--- src/quaternion_vector_rotate_macros.svh ---
// Assertion helpers shared by the rotator RTL.
// Both sample on clk and stay quiet while rst_n is low.
`ifndef QUATERNION_VECTOR_ROTATE_MACROS_SVH
`define QUATERNION_VECTOR_ROTATE_MACROS_SVH

// Same-cycle implication
`define QVR_ASSERT_NOW(lbl, ante, cons, msg) \
  lbl: assert property (@(posedge clk) disable iff (!rst_n) (ante) |-> (cons)) \
    else $error(msg);

// Next-cycle implication
`define QVR_ASSERT_NEXT(lbl, ante, cons, msg) \
  lbl: assert property (@(posedge clk) disable iff (!rst_n) (ante) |=> (cons)) \
    else $error(msg);

`endif

--- src/qvr_pkg.sv ---
`timescale 1ns / 1ps
package qvr_pkg;

  // Field widths
  localparam int VEC_WIDTH      = 16;
  localparam int QUAT_FRAC_BITS = 14;
  localparam int QUAT_W         = 16;
  localparam int OUT_W          = 18;
  localparam int CFG_IDX_W      = 2;

  // Datapath widths
  localparam int PROD_W  = 2 * QUAT_W;
  localparam int COEF_W  = PROD_W + 2;
  localparam int MUL_W   = COEF_W + VEC_WIDTH;
  localparam int SUM_W   = MUL_W + 2;
  localparam int SHIFT   = 2 * QUAT_FRAC_BITS;
  localparam int SH_W    = SUM_W - SHIFT;

  // Pipeline depth: input, products, coefficients, multiply, sum, saturate
  localparam int NSTG = 6;

  localparam logic signed [QUAT_W-1:0] QUAT_W_RESET = QUAT_W'(1 << QUAT_FRAC_BITS);
  localparam logic signed [SUM_W-1:0]  ROUND_HALF   = SUM_W'(1) <<< (SHIFT - 1);

  typedef logic signed [QUAT_W-1:0]    quat_t;
  typedef logic signed [VEC_WIDTH-1:0] vec_t;
  typedef logic signed [PROD_W-1:0]    prod_t;
  typedef logic signed [COEF_W-1:0]    coef_t;
  typedef logic signed [MUL_W-1:0]     mul_t;
  typedef logic signed [SUM_W-1:0]     sum_t;
  typedef logic signed [SH_W-1:0]      sh_t;
  typedef logic signed [OUT_W-1:0]     rot_t;

  typedef enum logic [CFG_IDX_W-1:0] {
    REG_QUAT_X = 2'd0,
    REG_QUAT_Y = 2'd1,
    REG_QUAT_Z = 2'd2,
    REG_QUAT_W = 2'd3
  } qvr_reg_t;

  // One row of the rotation matrix
  typedef struct packed {
    coef_t c0;
    coef_t c1;
    coef_t c2;
  } qvr_row_t;

  // Stage enables for the coefficient unit
  typedef struct packed {
    logic en_prod;
    logic en_coef;
  } qvr_coef_ctl_t;

  // Stage enables for one output lane
  typedef struct packed {
    logic en_mul;
    logic en_sum;
    logic en_sat;
  } qvr_dot_ctl_t;

  // Sign-extend a quaternion product to coefficient width
  function automatic coef_t sx_prod(input prod_t p);
    sx_prod = {{(COEF_W - PROD_W){p[PROD_W-1]}}, p};
  endfunction

  // Sign-extend a lane product to sum width
  function automatic sum_t sx_mul(input mul_t m);
    sx_mul = {{(SUM_W - MUL_W){m[MUL_W-1]}}, m};
  endfunction

endpackage

--- src/qvr_dot.sv ---
`timescale 1ns / 1ps
module qvr_dot
  import qvr_pkg::*;
(
  input  logic         clk,
  input  qvr_dot_ctl_t ctl,
  input  qvr_row_t     row,
  input  vec_t         v0,
  input  vec_t         v1,
  input  vec_t         v2,
  output rot_t         rot,
  output logic         ovf
);

  mul_t m0_r, m1_r, m2_r;
  sum_t sum_nxt;
  sh_t  sh_r;
  rot_t rot_r, rot_nxt;
  logic ovf_r, ovf_nxt;
  logic all_one, all_zero;

  // Multiply each coefficient by its vector component
  always_ff @(posedge clk) begin
    if (ctl.en_mul) begin
      m0_r <= MUL_W'(row.c0) * MUL_W'(v0);
      m1_r <= MUL_W'(row.c1) * MUL_W'(v1);
      m2_r <= MUL_W'(row.c2) * MUL_W'(v2);
    end
  end

  // Add, round half up, and drop the fraction bits
  assign sum_nxt = sx_mul(m0_r) + sx_mul(m1_r) + sx_mul(m2_r) + ROUND_HALF;

  always_ff @(posedge clk) begin
    if (ctl.en_sum) begin
      sh_r <= sh_t'(sum_nxt[SUM_W-1:SHIFT]);
    end
  end

  // Clamp to the output range when the top bits disagree with the sign
  always_comb begin
    all_one  = &sh_r[SH_W-1:OUT_W-1];
    all_zero = ~|sh_r[SH_W-1:OUT_W-1];
    ovf_nxt  = !(all_one || all_zero);
    if (!ovf_nxt) begin
      rot_nxt = sh_r[OUT_W-1:0];
    end else if (sh_r[SH_W-1]) begin
      rot_nxt = {1'b1, {(OUT_W-1){1'b0}}};
    end else begin
      rot_nxt = {1'b0, {(OUT_W-1){1'b1}}};
    end
  end

  always_ff @(posedge clk) begin
    if (ctl.en_sat) begin
      rot_r <= rot_nxt;
      ovf_r <= ovf_nxt;
    end
  end

  assign rot = rot_r;
  assign ovf = ovf_r;

endmodule

--- config.mk ---
export PLATFORM = sky130hd
export DESIGN_NAME = qvr_dot
export DESIGN_NICKNAME = d
export VERILOG_FILES = /design/src/quaternion_vector_rotate_macros.svh /design/src/qvr_pkg.sv /design/src/qvr_dot.sv
export SDC_FILE = /design/constraint.sdc
export NUM_CORES = 2
export LEC_CHECK = 0
export CAP_MARGIN = 30
export CORE_UTILIZATION = 55
export CTS_BUF_LIST = sky130_fd_sc_hd__clkbuf_4 sky130_fd_sc_hd__clkbuf_8
export CTS_CLUSTER_SIZE = 30
export DETAILED_ROUTE_END_ITERATION = 8
export DONT_BUFFER_PORTS = 1
export GPL_ROUTABILITY_DRIVEN = 0
export PLACE_DENSITY_LB_ADDON = 0.15
export REMOVE_ABC_BUFFERS = 1
export SLEW_MARGIN = 20
export SYNTH_ARGS = -nofsm -noshare
export SYNTH_HDL_FRONTEND = slang
export SYNTH_SLANG_ARGS = --single-unit
export TNS_END_PERCENT = 5
--- constraint.sdc ---
create_clock -name clk -period 14.4 [get_ports clk]
set_clock_uncertainty 0.15 [all_clocks]
set_input_delay 2.16 -clock clk [delete_from_list [all_inputs] [get_ports clk]]
set_output_delay 2.16 -clock clk [all_outputs]
set_load 0.05 [all_outputs]
# Yosys cells after proc, flatten, opt, wreduce, memory -nomap -nowiden
# Cells that the tools add are included.
# Widths: inputs -> output; s select.
dict set report totals {
  register_bits 193
  wordCells 19
  output_inout_bits 19
}
dict set report classes {
  addsub 3
  n_mul 3
  mux 2
  n_reduce_logical 5
}
# cell count
set op_table {}
lappend op_table {{$mul 34x16->50} 3}
lappend op_table {{$add 51x50->52} 1}
lappend op_table {{$add 52x29->52 const B} 1}
lappend op_table {{$add 50x50->51} 1}
lappend op_table {{$mux 18} 2}
lappend op_table {{$reduce_and 7->1} 1}
lappend op_table {{$reduce_or 7->1} 1}
lappend op_table {{$logic_not 1->1} 2}
lappend op_table {{$logic_or 1x1->1} 1}

# Logic depth before layout (Yosys ltp)
dict set report logic_depth {
  word_depth 4
  mapped_depth 26
}

# Worst setup path after synthesis
# No wires, ideal clock.
dict set report synth_path {
  kind {in2reg}
  from {in v2[7]}
  to {reg m2_r[48] (data pin)}
  setup_time_ns 0.260
  t_required_ns 13.990
  arrival_ns 7.984
  cell_stages 24
  path_slack_ns 6.006
  path_cell_list {clkbuf_1 clkbuf_1 nand2_1 fa_1 inv_1 fa_1 inv_1 fa_1 inv_1 fa_1 fa_1 inv_1 fa_1 inv_1 ha_1 a21oi_1 nor2_1 or3_1 o211ai_2 a31oi_2 o41ai_4 o2bb2ai_2 a221oi_2 xnor2_1}
}
dict set report synth_between {
  elab_chain_len 1
}
# element line
set synth_lines {}
lappend synth_lines {{from (decl)} qvr_dot.sv:10} ;# input vec_t v2,
lappend synth_lines {{$mul 34x16->50} qvr_dot.sv:27} ;# m2_r <= MUL_W'(row.c2) * MUL_W'(v2);
lappend synth_lines {{to (signal assigned)} qvr_dot.sv:27}
lappend synth_lines {{to (decl)} qvr_dot.sv:15} ;# mul_t m0_r, m1_r, m2_r;
# Every way passes these cells.
# A chain may end at the register's enable or synchronous reset.

# Worst setup path after layout
dict set report layout_path {
  from {in v0[4]}
  to {reg m0_r[44] (data pin)}
}
dict set report layout_between {
  elab_chain_len 1
}
# element line
set layout_lines {}
lappend layout_lines {{from (decl)} qvr_dot.sv:8} ;# input vec_t v0,
lappend layout_lines {{$mul 34x16->50} qvr_dot.sv:25} ;# m0_r <= MUL_W'(row.c0) * MUL_W'(v0);
lappend layout_lines {{to (signal assigned)} qvr_dot.sv:25}
lappend layout_lines {{to (decl)} qvr_dot.sv:15}
# Every way passes these cells.

==> impl_metrics.py <==
metrics = {
    "outcome": {
        "result_of_the_run": "complete, no violations",
    },
    "setup_path": {
        "worst_r2r_setup_slack_ns": 10.11,
        "rr_startpoint": "m0_r[11]",
        "critPathArrivalTime_ns": 8.36,
        "crit_path_start": "v0[4]",
        "cells_traversed_along_the_worst_timing_path": "and2_1 > fa_1 > inv_1 > fa_1 > inv_1 > fa_1 > inv_1 > fa_1 > inv_1 > fa_1 > fa_1 > ha_1 > nand3_1 > nor4_1 > o21ai_1 > a2111oi_2 > nor4_1 > nor2_1 > a21oi_1 > o21a_1 > xnor2_1",
        "cp.required_ns": 14.54,
        "timing.critical_path.mode_cell": "sky130_fd_sc_hd__fa_1",
        "worst_path_largest_cell_delay_ns": 0.59,
        "timing.rr.end": "sh_r[12]",
        "cp-end-kind": "flop",
        "worst-path-max-fanout": 34,
        "cell_count_of_the_worst_reg_to_reg_path": 12,
        "cp_slowest_cell": "sky130_fd_sc_hd__a2111oi_2",
        "worst_setup_path_start_kind": "primary input",
        "worstSetupPathType": "primary input to flop",
    },
    "drt": {
        "route.antenna.remaining_nets": 0,
        "routedWlPerCell_um": 19.5,
        "drt-initial-drc-count": 3204,
        "dr.pass1.iters": 6,
        "route.detailed.drc": 0,
        "detail_route.wirelength_mm": 163,
        "avgViaCountPerCell": 5.45,
        "num_vias": 45600,
    },
    "floorplan": {
        "floorplan.core_area_um2": 119000,
        "fp.dieArea_um2": 122000,
        "i_o_pin_total": 173,
        "initial_utilization_pct": 55.7,
        "die-width_um": 349,
        "rows": 126,
        "fp.dieH_um": 349,
    },
    "sta": {
        "finalHoldViolCount": 0,
        "clock.fmax_mhz": 122,
        "hold_ws_ns": 0.380,
        "slew_viol_final": 0,
        "setup_total_negative_slack_ns": 0,
        "timing.final.crit_share_pct": 57.1,
        "final_period_minus_worst_setup_slack_ns": 8.22,
        "final.setup.worst_slack_ns": 6.18,
        "slew-limit-headroom_pct": 43.2,
        "worstMarginPinSlew_ns": 0.845,
        "setup_viol_count_final": 0,
        "rsz_0062_raised_after_global_routing": "no",
    },
    "logic_synthesis": {
        "synth_seq_area_share_pct": 8.77,
        "synth.lib_cells_used.distinct": 77,
        "syn-mean-instance-area_um2": 9.39,
        "synth-seq-cells": 193,
        "synth_flop_cell": "sky130_fd_sc_hd__edfxtp_1",
        "warnings_synthesis": 0,
        "ys_async_sr_fraction_pct": 0,
        "synth_edf_count": 193,
        "synthesis.instances": 7038,
        "synth.cell_area_um2": 66100,
    },
    "layout": {
        "filler_cell_count": 10700,
        "final_layout_size_suffix_gt1_share_pct": 0.900,
        "area_delta_synth_final_pct": 2.05,
        "final-instance-count-excl-fill": 8380,
        "sequential_cell_area_um2": 5800,
        "multiInputGateArea_um2": 52500,
        "design.final.nets": 8963,
    },
    "clock_network": {
        "clkSlewWorstSetupHoldPaths_ns": 0.12,
        "ctsRootBufferMaster": "sky130_fd_sc_hd__clkbuf_8",
        "postCtsHoldBufs": 0,
        "numClockSinks": 193,
        "htree_levels": 4,
        "cts_tree": "done",
        "post_cts.repair.setup_buffers": 0,
        "clock_buffers_created_by_tritoncts": 17,
        "worstSkewPairLatency_ns": 0.52,
        "postCtsResizedCells": 0,
        "cts_max_path_buffers": 2,
    },
    "placement": {
        "dpl.hpwl_mm": 133,
        "place.detailed.instances": 8347,
        "preCtsSetupSlack_ns": 5.73,
        "place.port_buffers": 0,
    },
    "worst_hold_path": {
        "hold_path_depth": 1,
        "holdCritStartpoint": "sh_r[15]",
        "hold-path-endpoint": "rot[15]",
        "hold_path_class": "flop to flop",
    },
    "global_routing": {
        "grt_antenna_before_repair": 2,
        "grt_pass1_wl_mm": 271,
        "grt-busiest-layer": "met2",
        "grtUsageMet3_pct": 3.66,
        "grt.met1_usage_pct": 40.7,
        "total_global_route_track_usage_pct": 28.5,
        "use_met2_pct": 46.6,
        "grt_max_degree": 151,
        "via_count_of_the_first_global_routing_pass": 49700,
        "globalRouteOverflowTotal": 0,
    },
    "flow_run": {
        "drv_cap": 0,
    },
}
stage by stage:
stage | util [%] | area [um2]
after floorplan | - | 64900
after global placement | 56.5 | 67000
after detailed placement | 56.5 | 67000
after CTS | 56.9 | 67400
after global routing | 56.9 | 67400
final | 56.9 | 67400
registers in the layout (all words and copies together) (netlist names):
name  cells
m0_r     50
m1_r     50
m2_r     50
ovf       1
rot      18
sh_r     24
cell usage after synthesis (5+ instances only):
cell type	instances	area share (%)
sky130_fd_sc_hd__inv_1	1767	10
sky130_fd_sc_hd__nor3_1	32	0.24
sky130_fd_sc_hd__a21oi_1	158	1.2
sky130_fd_sc_hd__nor2_1	163	0.93
sky130_fd_sc_hd__a31oi_1	20	0.19
sky130_fd_sc_hd__o31ai_1	7	0.080
sky130_fd_sc_hd__ha_1	452	8.6
sky130_fd_sc_hd__o21ai_0	68	0.52
sky130_fd_sc_hd__edfxtp_1	193	8.8
sky130_fd_sc_hd__or3_1	8	0.076
sky130_fd_sc_hd__o2111ai_1	5	0.066
sky130_fd_sc_hd__nand3_1	37	0.28
sky130_fd_sc_hd__o21ai_1	15	0.11
sky130_fd_sc_hd__and3_1	15	0.14
sky130_fd_sc_hd__nand2_1	957	5.4
sky130_fd_sc_hd__a2111oi_0	7	0.093
sky130_fd_sc_hd__xor2_1	45	0.60
sky130_fd_sc_hd__clkbuf_1	293	1.7
sky130_fd_sc_hd__a21o_1	136	1.5
sky130_fd_sc_hd__nand2b_1	36	0.34
sky130_fd_sc_hd__o21bai_1	39	0.44
sky130_fd_sc_hd__xnor2_1	129	1.7
sky130_fd_sc_hd__fa_1	1591	48
sky130_fd_sc_hd__a211o_1	5	0.066
sky130_fd_sc_hd__o21a_1	19	0.22
sky130_fd_sc_hd__nor2b_1	18	0.17
sky130_fd_sc_hd__a221oi_1	6	0.080
sky130_fd_sc_hd__a211oi_1	23	0.26
sky130_fd_sc_hd__nand4_1	31	0.29
sky130_fd_sc_hd__o211ai_1	17	0.19
sky130_fd_sc_hd__and2_1	659	6.2
cells in the final DEF, fill, tap and decap left out, types with 32 or more instances in the layout:
cell type / Yosys / layout
sky130_fd_sc_hd__inv_1: 1767 / 1767
sky130_fd_sc_hd__fa_1: 1591 / 1591
sky130_fd_sc_hd__nand2_1: 957 / 957
sky130_fd_sc_hd__and2_1: 659 / 659
sky130_fd_sc_hd__ha_1: 452 / 452
sky130_fd_sc_hd__edfxtp_1: 193 / 193
sky130_fd_sc_hd__nor2_1: 163 / 163
sky130_fd_sc_hd__a21oi_1: 158 / 158
sky130_fd_sc_hd__a21o_1: 136 / 136
sky130_fd_sc_hd__xnor2_1: 129 / 129
sky130_fd_sc_hd__o21ai_0: 68 / 68
sky130_fd_sc_hd__xor2_1: 45 / 45
sky130_fd_sc_hd__o21bai_1: 39 / 39
sky130_fd_sc_hd__nand3_1: 37 / 37
sky130_fd_sc_hd__nand2b_1: 36 / 36
sky130_fd_sc_hd__nor3_1: 32 / 32
cell families (layout without fill, tap and decap cells):
| logic type | Yosys count | in the layout | share of synthesized area [%] |
|---|---|---|---|
| AO/OA/AOI/OAI | 581 | 581 | 5.91 |
| XOR/XNOR | 174 | 174 | 2.31 |
| adder cells (fa/ha/maj) | 2043 | 2043 | 56.8 |
| buffers and inverters | 2064 | 1805 | 11.7 |
| flip-flops | 193 | 193 | 8.77 |
| multiplexers | 4 | 4 | 0.0644 |
| other | 0 | 1 | 0 |
| AND/OR/NAND/NOR | 1979 | 1979 | 14.4 |
cell type report:
cell class / instances / share of cell area [%]
multi-input combinational: 4781 / 77.9
inverter: 1768 / 9.84
sequential: 193 / 8.60
tap: 1600 / 2.97
clock buffer: 17 / 0.347
clock inverter: 15 / 0.278
timing repair buffer: 5 / 0.0557
antenna: 1 / 0.00371
critical path, delay by kind of cell:
kind | cells | cell delay (ns)
AND/OR/NAND/NOR | 5 | 1.15
AO/OA/AOI/OAI | 4 | 1.26
XOR/XNOR | 1 | 0.13
buffers and inverters | 4 | 0.21
adder cells (fa/ha/maj) | 7 | 3.42
worst max-delay path by stage:
stage                to  depth (start not counted)
2_1_floorplan  m1_r[48]                         20
3_5_place_dp   m0_r[44]                         21
3_3_place_gp   m0_r[44]                         21
4_1_cts        m0_r[44]                         21
6_report       m0_r[44]                         21
5_1_grt        m0_r[46]                         21
per-layer routing:
metal | routed length, um | vias to the layer above | part of all wire (%)
li1 | - | 20200 | -
met1 | 70900 | 23700 | 43
met2 | 77700 | 1594 | 48
met3 | 11400 | 175 | 7.0
met4 | 3350 | 2 | 2.1
met5 | 20 | - | 0.012
Power is not shown: default switching activity piles up to over one toggle a cycle in this logic, so the estimate is an artifact.
